==> config.mk <==
export PLATFORM = sky130hd
export DESIGN_NAME = at_ipd_frame_parser
export DESIGN_NICKNAME = d
export VERILOG_FILES = /design/src/hw/rtl/aipd_pkg.sv /design/src/hw/rtl/aipd_dec_acc.sv /design/src/hw/rtl/at_ipd_frame_parser.sv
export SDC_FILE = /design/constraint.sdc
export NUM_CORES = 1
export LEC_CHECK = 0
export ABC_CLOCK_PERIOD_IN_PS = 3900
export BUFFER_PORTS_ARGS = -buffer_cell sky130_fd_sc_hd__buf_2
export CORE_MARGIN = 5
export CORE_UTILIZATION = 25
export CTS_BUF_LIST = sky130_fd_sc_hd__clkbuf_4 sky130_fd_sc_hd__clkbuf_8
export DETAILED_ROUTE_END_ITERATION = 10
export SLEW_MARGIN = 10
export SYNTH_ARGS = -nofsm -noshare
export SYNTH_HDL_FRONTEND = slang
export SYNTH_SLANG_ARGS = --single-unit
==> constraint.sdc <==
create_clock -name i_clk -period 3.9 [get_ports i_clk]
set_input_delay 0.39 -clock i_clk [delete_from_list [all_inputs] [get_ports i_clk]]
set_output_delay 0.39 -clock i_clk [all_outputs]
set_load 0.005 [all_outputs]
==> src/hw/rtl/aipd_pkg.sv <==
// ----------------------------------------------------------------------------
// aipd_pkg
// types, character codes and helpers of the ipd frame parser
// ----------------------------------------------------------------------------
package aipd_pkg;

    typedef enum logic [1:0] {
        MODE_IDLE     = 2'd0,
        MODE_HEADER   = 2'd1,
        MODE_PAYLOAD  = 2'd2,
        MODE_COMPLETE = 2'd3
    } t_mode;

    typedef enum logic [2:0] {
        ST_IDLE     = 3'd0,
        ST_HEADER   = 3'd1,
        ST_PAYLOAD  = 3'd2,
        ST_COMPLETE = 3'd3,
        ST_ERROR    = 3'd4
    } t_status;

    // per field: a digit was seen, and the value went out of range
    typedef struct packed {
        logic bad;
        logic digit;
    } t_flags;

    localparam logic CFG_MAX_ID  = 1'b0;
    localparam logic CFG_MAX_LEN = 1'b1;

    localparam logic [2:0]  PREFIX_LEN = 3'd5;
    localparam logic [19:0] VALUE_CAP  = 20'd65535;

    localparam logic [7:0] CH_PLUS  = 8'h2B;
    localparam logic [7:0] CH_COMMA = 8'h2C;
    localparam logic [7:0] CH_COLON = 8'h3A;
    localparam logic [7:0] CH_ZERO  = 8'h30;
    localparam logic [7:0] CH_NINE  = 8'h39;

    // expected byte at each prefix position of "+IPD,"
    function automatic logic [7:0] prefix_char(input logic [2:0] pos);
        logic [7:0] c;
        case (pos)
            3'd0:    c = CH_PLUS;
            3'd1:    c = 8'h49;
            3'd2:    c = 8'h50;
            3'd3:    c = 8'h44;
            3'd4:    c = CH_COMMA;
            default: c = 8'h00;
        endcase
        return c;
    endfunction

endpackage

==> src/hw/rtl/aipd_dec_acc.sv <==
// ----------------------------------------------------------------------------
// aipd_dec_acc
// one decimal digit step of a running field accumulator with overflow flag
// ----------------------------------------------------------------------------
module aipd_dec_acc
    import aipd_pkg::*;
(
    input  logic [15:0] i_acc,
    input  t_flags      i_flags,
    input  logic [3:0]  i_digit,
    output logic [15:0] o_acc,
    output t_flags      o_flags
);

    logic [19:0] sum;

    // acc * 10 + digit
    assign sum = {1'b0, i_acc, 3'b000} + {3'b000, i_acc, 1'b0} + {16'd0, i_digit};

    always_comb begin
        o_acc         = i_acc;
        o_flags       = i_flags;
        o_flags.digit = 1'b1;
        if (!i_flags.bad) begin
            if (sum > VALUE_CAP) begin
                o_flags.bad = 1'b1;
            end else begin
                o_acc = sum[15:0];
            end
        end
    end

endmodule

==> src/hw/rtl/at_ipd_frame_parser.sv <==
// ----------------------------------------------------------------------------
// at_ipd_frame_parser
// byte parser for "+IPD,<id>,<length>:" headers with payload countdown
// ----------------------------------------------------------------------------
// a byte passes the input register, then the result register, before its result is valid
// throughput: one byte per cycle while the result register is free or drains
// an input register in front of the result register lets a byte in while a
// result waits; reset clears parser state, handshakes and config to defaults
// ----------------------------------------------------------------------------
module at_ipd_frame_parser
    import aipd_pkg::*;
#(
    parameter int HEADER_LIMIT = 16
) (
    input  logic        i_clk,
    input  logic        i_rst_n,
    // config write port
    input  logic        i_cfg_we,
    input  logic        i_cfg_index,
    input  logic [15:0] i_cfg_data,
    // byte in
    input  logic        i_rx_valid,
    output logic        o_rx_ready,
    input  logic [7:0]  i_rx_byte,
    // result out
    output logic        o_res_valid,
    input  logic        i_res_ready,
    output logic [2:0]  o_status,
    output logic [15:0] o_conn_id,
    output logic [15:0] o_payload_length,
    output logic [15:0] o_completed_length
);

    // header count runs up to HEADER_LIMIT-1
    localparam int CNT_W = $clog2(HEADER_LIMIT);
    localparam logic [CNT_W-1:0] CNT_LAST = CNT_W'(HEADER_LIMIT - 1);

    // config registers
    logic [15:0] r_max_id;
    logic [15:0] r_max_len;

    // input stage
    logic        r_in_valid;
    logic [7:0]  r_in_byte;

    // parser state
    t_mode       r_mode,    n_mode;
    logic [2:0]  r_ppos,    n_ppos;
    logic [CNT_W-1:0] r_hdr_cnt, n_hdr_cnt;
    logic        r_comma,   n_comma;
    logic [15:0] r_id_acc,  n_id_acc;
    t_flags      r_id_flags, n_id_flags;
    logic [15:0] r_len_acc, n_len_acc;
    t_flags      r_len_flags, n_len_flags;
    logic [15:0] r_rem,     n_rem;
    logic [15:0] r_last_id, n_last_id;
    logic [15:0] r_last_len, n_last_len;

    // result register
    logic        r_out_valid;
    t_status     r_out_status;
    logic [15:0] r_out_id;
    logic [15:0] r_out_len;
    logic [15:0] r_out_done;

    t_status     step_status;
    logic [15:0] step_done;

    logic        rx_accept;
    logic        s1_adv;

    logic        is_decimal;
    logic        is_comma;
    logic        is_colon;
    logic        close_ok;

    logic [15:0] id_acc_step;
    t_flags      id_flags_step;
    logic [15:0] len_acc_step;
    t_flags      len_flags_step;

    // handshake: stage 1 moves when the result register is free or drains
    assign s1_adv     = r_in_valid && (!r_out_valid || i_res_ready);
    assign o_rx_ready = !r_in_valid || s1_adv;
    assign rx_accept  = i_rx_valid && o_rx_ready;

    // byte classes
    assign is_decimal = r_in_byte inside {[CH_ZERO:CH_NINE]};
    assign is_comma   = (r_in_byte == CH_COMMA);
    assign is_colon   = (r_in_byte == CH_COLON);

    // digit steps for both fields, one of them is taken
    aipd_dec_acc u_id_acc (
        .i_acc   (r_id_acc),
        .i_flags (r_id_flags),
        .i_digit (r_in_byte[3:0]),
        .o_acc   (id_acc_step),
        .o_flags (id_flags_step)
    );

    aipd_dec_acc u_len_acc (
        .i_acc   (r_len_acc),
        .i_flags (r_len_flags),
        .i_digit (r_in_byte[3:0]),
        .o_acc   (len_acc_step),
        .o_flags (len_flags_step)
    );

    // header close check: comma, clean nonempty fields, within limits
    assign close_ok = r_comma
                   && r_id_flags.digit && !r_id_flags.bad && (r_id_acc <= r_max_id)
                   && r_len_flags.digit && !r_len_flags.bad && (r_len_acc <= r_max_len);

    // next state and result of the byte in the input register
    always_comb begin
        n_mode      = r_mode;
        n_ppos      = r_ppos;
        n_hdr_cnt   = r_hdr_cnt;
        n_comma     = r_comma;
        n_id_acc    = r_id_acc;
        n_id_flags  = r_id_flags;
        n_len_acc   = r_len_acc;
        n_len_flags = r_len_flags;
        n_rem       = r_rem;
        n_last_id   = r_last_id;
        n_last_len  = r_last_len;
        step_status = ST_IDLE;

        // a finished frame: this byte starts a fresh hunt
        if (r_mode == MODE_COMPLETE) begin
            n_mode    = MODE_IDLE;
            n_hdr_cnt = '0;
            n_rem     = '0;
            n_ppos    = '0;
        end

        case (n_mode)
            MODE_IDLE: begin
                step_status = ST_IDLE;
                if (r_in_byte == prefix_char(n_ppos)) begin
                    n_ppos = n_ppos + 3'd1;
                    if (n_ppos == PREFIX_LEN) begin
                        n_mode      = MODE_HEADER;
                        n_hdr_cnt   = '0;
                        n_comma     = 1'b0;
                        n_id_acc    = '0;
                        n_id_flags  = '0;
                        n_len_acc   = '0;
                        n_len_flags = '0;
                    end
                end else begin
                    // restart, a '+' already counts as the first prefix byte
                    n_ppos = (r_in_byte == CH_PLUS) ? 3'd1 : 3'd0;
                end
            end
            MODE_HEADER: begin
                if (!(is_decimal || is_comma || is_colon) || (r_hdr_cnt >= CNT_LAST)) begin
                    n_mode      = MODE_IDLE;
                    n_hdr_cnt   = '0;
                    n_rem       = '0;
                    n_ppos      = '0;
                    step_status = ST_ERROR;
                end else begin
                    n_hdr_cnt   = r_hdr_cnt + CNT_W'(1);
                    step_status = ST_HEADER;
                    if (is_decimal) begin
                        if (r_comma) begin
                            n_len_acc   = len_acc_step;
                            n_len_flags = len_flags_step;
                        end else begin
                            n_id_acc    = id_acc_step;
                            n_id_flags  = id_flags_step;
                        end
                    end else if (is_comma) begin
                        // a second comma spoils the length field
                        if (r_comma) begin
                            n_len_flags.bad = 1'b1;
                        end
                        n_comma = 1'b1;
                    end else if (!close_ok) begin
                        n_mode      = MODE_IDLE;
                        n_hdr_cnt   = '0;
                        n_rem       = '0;
                        n_ppos      = '0;
                        step_status = ST_ERROR;
                    end else begin
                        n_last_id  = r_id_acc;
                        n_last_len = r_len_acc;
                        if (r_len_acc == 16'd0) begin
                            // empty payload completes on the colon
                            n_mode      = MODE_COMPLETE;
                            n_hdr_cnt   = '0;
                            n_rem       = '0;
                            n_ppos      = '0;
                            step_status = ST_COMPLETE;
                        end else begin
                            n_rem       = r_len_acc;
                            n_mode      = MODE_PAYLOAD;
                            step_status = ST_HEADER;
                        end
                    end
                end
            end
            MODE_PAYLOAD: begin
                if (r_rem == 16'd0) begin
                    // empty countdown, not reachable from a valid header
                    n_mode      = MODE_IDLE;
                    n_hdr_cnt   = '0;
                    n_rem       = '0;
                    n_ppos      = '0;
                    step_status = ST_ERROR;
                end else begin
                    n_rem = r_rem - 16'd1;
                    if (r_rem == 16'd1) begin
                        n_mode      = MODE_COMPLETE;
                        step_status = ST_COMPLETE;
                    end else begin
                        step_status = ST_PAYLOAD;
                    end
                end
            end
            default: begin
                n_mode      = MODE_IDLE;
                n_hdr_cnt   = '0;
                n_rem       = '0;
                n_ppos      = '0;
                step_status = ST_IDLE;
            end
        endcase

        step_done = (n_mode == MODE_COMPLETE) ? n_last_len : 16'd0;
    end

    // config writes
    always_ff @(posedge i_clk) begin
        if (!i_rst_n) begin
            r_max_id  <= 16'd4;
            r_max_len <= 16'd2048;
        end else if (i_cfg_we) begin
            case (i_cfg_index)
                CFG_MAX_ID:  r_max_id  <= i_cfg_data;
                CFG_MAX_LEN: r_max_len <= i_cfg_data;
                default: ;
            endcase
        end
    end

    // input stage
    always_ff @(posedge i_clk) begin
        if (!i_rst_n) begin
            r_in_valid <= 1'b0;
        end else if (rx_accept) begin
            r_in_valid <= 1'b1;
        end else if (s1_adv) begin
            r_in_valid <= 1'b0;
        end
    end

    always_ff @(posedge i_clk) begin
        if (rx_accept) begin
            r_in_byte <= i_rx_byte;
        end
    end

    // parser state register
    always_ff @(posedge i_clk) begin
        if (!i_rst_n) begin
            r_mode      <= MODE_IDLE;
            r_ppos      <= '0;
            r_hdr_cnt   <= '0;
            r_comma     <= 1'b0;
            r_id_acc    <= '0;
            r_id_flags  <= '0;
            r_len_acc   <= '0;
            r_len_flags <= '0;
            r_rem       <= '0;
            r_last_id   <= '0;
            r_last_len  <= '0;
        end else if (s1_adv) begin
            r_mode      <= n_mode;
            r_ppos      <= n_ppos;
            r_hdr_cnt   <= n_hdr_cnt;
            r_comma     <= n_comma;
            r_id_acc    <= n_id_acc;
            r_id_flags  <= n_id_flags;
            r_len_acc   <= n_len_acc;
            r_len_flags <= n_len_flags;
            r_rem       <= n_rem;
            r_last_id   <= n_last_id;
            r_last_len  <= n_last_len;
        end
    end

    // result register
    always_ff @(posedge i_clk) begin
        if (!i_rst_n) begin
            r_out_valid <= 1'b0;
        end else if (s1_adv) begin
            r_out_valid <= 1'b1;
        end else if (i_res_ready) begin
            r_out_valid <= 1'b0;
        end
    end

    always_ff @(posedge i_clk) begin
        if (s1_adv) begin
            r_out_status <= step_status;
            r_out_id     <= n_last_id;
            r_out_len    <= n_last_len;
            r_out_done   <= step_done;
        end
    end

    assign o_res_valid        = r_out_valid;
    assign o_status           = r_out_status;
    assign o_conn_id          = r_out_id;
    assign o_payload_length   = r_out_len;
    assign o_completed_length = r_out_done;

endmodule

==> metrics <==
global-route wire length before repair=around 47 mm; initial antenna violation count=3; slowest cell on the critical path=sky130_fd_sc_hd__fa_1; placement-stage cell area=around 12,000 sq um; routed vias=8,998; grt met3 use=0.0269; root buffer cell=sky130_fd_sc_hd__clkbuf_8; sequential fraction of the synthesis area=0.400; clk sink count=~190; Die Area=approximately 48,000 sq um; run status=finished clean; crit-path max FO=9; highest-utilization routing layer at the global route stage=met2; clk slew on worst S/H paths=0.10 ns; final design instance area without fill=around 13,000 sq um; count of placed standard cells including taps=1,815; class of the tightest hold or removal check=primary input to register; Final Critical Period=3.67 ns; met2 Usage GRT=0.203; critical path endpoint category=register; count of synthesis-stage warnings from yosys=0; Worst Skew=~0.015 ns; leak pwr=5.17 nW; worst slew pin tran=0.982 ns; list of cells traversed by the critical path=inv_1 > buf_4 > fa_1 > fa_1 > nor2b_1 > o31a_1 > o31ai_4 > a41oi_1 > xor2_1 > o31ai_1 > o21ai_2 > buf_4 > o2bb2ai_1; max-slew violations=0; global-route usage over all layers=0.123; Max IR drop VDD=about 170 uV; kind of critical path=register to register; DRC=0; horizontal extent of the die=218 um; highest achievable clock rate=around 270 MHz; Min Hold Slack=between 0.06 and 0.07 ns; Worst path top cell family by delay=compound AO/OA/AOI/OAI gates; iteration-0 DRC count of the detailed router=~580; Post-Route WL=29.4 mm; overflow left after global routing=0; via count of the first global-routing pass=8,904; placeable core area=43,000 sq um; Worst EP required=4.29 ns; TritonCTS clock tree=built; post-synthesis to final-layout area growth=15.6%; I/O pins=83; clock insertion delay at the later pin of the skew report=0.50 ns; Worst path max stage delay=0.53 ns; clk buf depth=2; Hold Vio Cnt, Final=0; final-stage net count=around 1,400; Synth async-reset ratio=0; max-cap check violation count=0; number of nets still failing antenna checks after routing=0; setup repair after global routing missed its margin=false; Crit path buffers/inverters=3; area taken by multi-input logic gates=6030 sq um; most common library cell in the layout ignoring fill and taps=sky130_fd_sc_hd__dfxtp_1; arrival time at the worst endpoint=4.06 ns; largest net degree at the start of global routing=79; fraction of met1 tracks used by global routing=0.159; HPWL reported at the end of detailed placement=21.9 mm; power density over the cells=306 nW/um^2; CP startpoint kind=register; Syn Inst Count=between 1,000 and 1,500; fraction of layout instances using a drive strength above 1=0.167; Syn Nets=about 1,300; Post-Layout Cell Count=1,849; setup violators final=0; count of state elements after synthesis=187; Die Height=~220 um; EDFF count, synth=59; number of fillers in the final layout=4,633; setup TNS after final layout=0 ns; count of hold buffers inserted by post-cts repair=0; commonest cells after routing, fill and taps aside=sky130_fd_sc_hd__dfxtp_1, sky130_fd_sc_hd__a21oi_1, sky130_fd_sc_hd__nand2_1; port bufs=82; worst slew margin relative to its limit=0.344; number of vias per cell after detailed routing=4.87; Starting Density=0.252; number of core rows=76; routability congestion estimate from global placement=a little under 0.9; mean instance size in the synthesized netlist=9.33 sq um; flip-flop and latch area=approximately 4300 sq um; top flip-flop cell by instance count after synthesis=sky130_fd_sc_hd__dfxtp_1; cell area after technology mapping=around 11,000 sq um; antenna diode count=0; distinct cell type count of the synthesized netlist=83; DR pass1 iterations=7; Final period util=0.942; H-tree levels=4; number of buffers added by the clock tree synthesis step=17; Routed wire per std cell=15.9 um
Yosys cell counts, drive strengths merged, types with 6 or more instances:
cell     instances  share of area
clkbuf          28         0.0097
a21oi          113          0.052
mux2i           17          0.016
ha             107           0.12
o31ai            9         0.0067
o21a             9         0.0062
o211ai          10         0.0079
a32o             6         0.0055
nor3            22          0.012
xnor2           17          0.014
nand2b          12         0.0069
xor2            11         0.0089
a31oi            7         0.0040
o2bb2ai         17          0.014
a211oi           9         0.0062
buf             16         0.0095
o21ai           81          0.039
o21ba           16          0.015
a22o            20          0.016
a21o            17          0.012
nor2            85          0.030
dfxtp          128           0.24
nand3           16         0.0074
nor4             7         0.0054
inv             84          0.029
nand4           13         0.0075
nor2b           11         0.0064
mux2            18          0.019
nand2          108          0.037
edfxtp          59           0.16
per-layer routing:
metal,wire (um),up-vias
li1,-,4428
met1,13400,4301
met2,13900,224
met3,1430,39
met4,553,6
met5,33,-
kinds of logic after synthesis:
logic type	count (synthesis)	share of synthesized area
AOI/OAI and AO/OA	368	0.228
and+or+nand+nor	304	0.135
DFF	187	0.400
buffers and inverters	128	0.0483
adders and majority gates	111	0.131
muxes	35	0.0344
xor gates and xnor gates	28	0.0226
worst register-to-register path, stage by stage, from the launching register on:
cell and delay, ns:
sky130_fd_sc_hd__edfxtp_1 0.44, sky130_fd_sc_hd__inv_1 0.12, sky130_fd_sc_hd__buf_4 0.18, sky130_fd_sc_hd__fa_1 0.53, sky130_fd_sc_hd__fa_1 0.47, sky130_fd_sc_hd__nor2b_1 0.16
sky130_fd_sc_hd__o31a_1 0.27, sky130_fd_sc_hd__o31ai_4 0.11, sky130_fd_sc_hd__a41oi_1 0.27, sky130_fd_sc_hd__xor2_1 0.15, sky130_fd_sc_hd__o31ai_1 0.31, sky130_fd_sc_hd__o21ai_2 0.17
sky130_fd_sc_hd__buf_4 0.24, sky130_fd_sc_hd__o2bb2ai_1 0.13
final timing paths:
kind / start / end / slack (ns) / depth (start not counted)
hold reg to reg: r_max_len[2] / r_max_len[2] / 0.46 / 2
setup reg to reg: r_in_byte[3] / r_len_acc[13] / 0.23 / 13
setup / recovery: r_in_byte[3] / r_len_acc[13] / 0.23 / 13
hold / removal: i_rx_byte[0] / r_in_byte[0] / 0.07 / 1
layout make-up:
| class | instances | area share |
|---|---|---|
| clock buffers | 21 | 0.0211 |
| clock inverters | 11 | 0.0134 |
| inverters | 84 | 0.0253 |
| multi-input cells | 846 | 0.482 |
| flip-flops and latches | 187 | 0.346 |
| well taps | 585 | 0.0584 |
| repair buffers | 115 | 0.0545 |
repair_timing:
action,CTS,global route
gates resized for setup,0,9
endpoints found under the setup margin,0,29
setup buffers,0,2
registers in the layout, summed over array words and instances (netlist names):
| signal | cells |
|---|---|
| o_completed_length | 16 |
| o_conn_id | 16 |
| o_payload_length | 16 |
| r_id_acc | 16 |
| r_last_id | 16 |
| r_last_len | 16 |
| r_len_acc | 16 |
| r_max_id | 16 |
| r_max_len | 16 |
| r_rem | 16 |
| r_in_byte | 8 |
| r_hdr_cnt | 4 |
| o_status | 3 |
| r_ppos | 3 |
| r_id_flags | 2 |
| r_len_flags | 2 |
| r_mode | 2 |
| o_res_valid | 1 |
| r_comma | 1 |
| r_in_valid | 1 |
metrics by stage:
stage	util	power, mW	setup WS (ns)
2_1_floorplan	-	2.32	0.514
3_3_place_gp	0.280	2.43	0.155
3_5_place_dp	0.280	2.44	0.0304
4_1_cts	0.290	3.90	0.00710
5_1_grt	0.292	4.01	0.00639
6_report	0.292	3.84	0.228
report_power, final:
group          switching (mW)  internal, mW  total [mW]  leakage, nW
clock network           0.721         0.728        1.45        0.223
registers              0.0330          2.08        2.11         1.61
logic                   0.173         0.107       0.279         3.35
total                   0.927          2.91        3.84         5.17
Power figures use the tool's default switching activity.
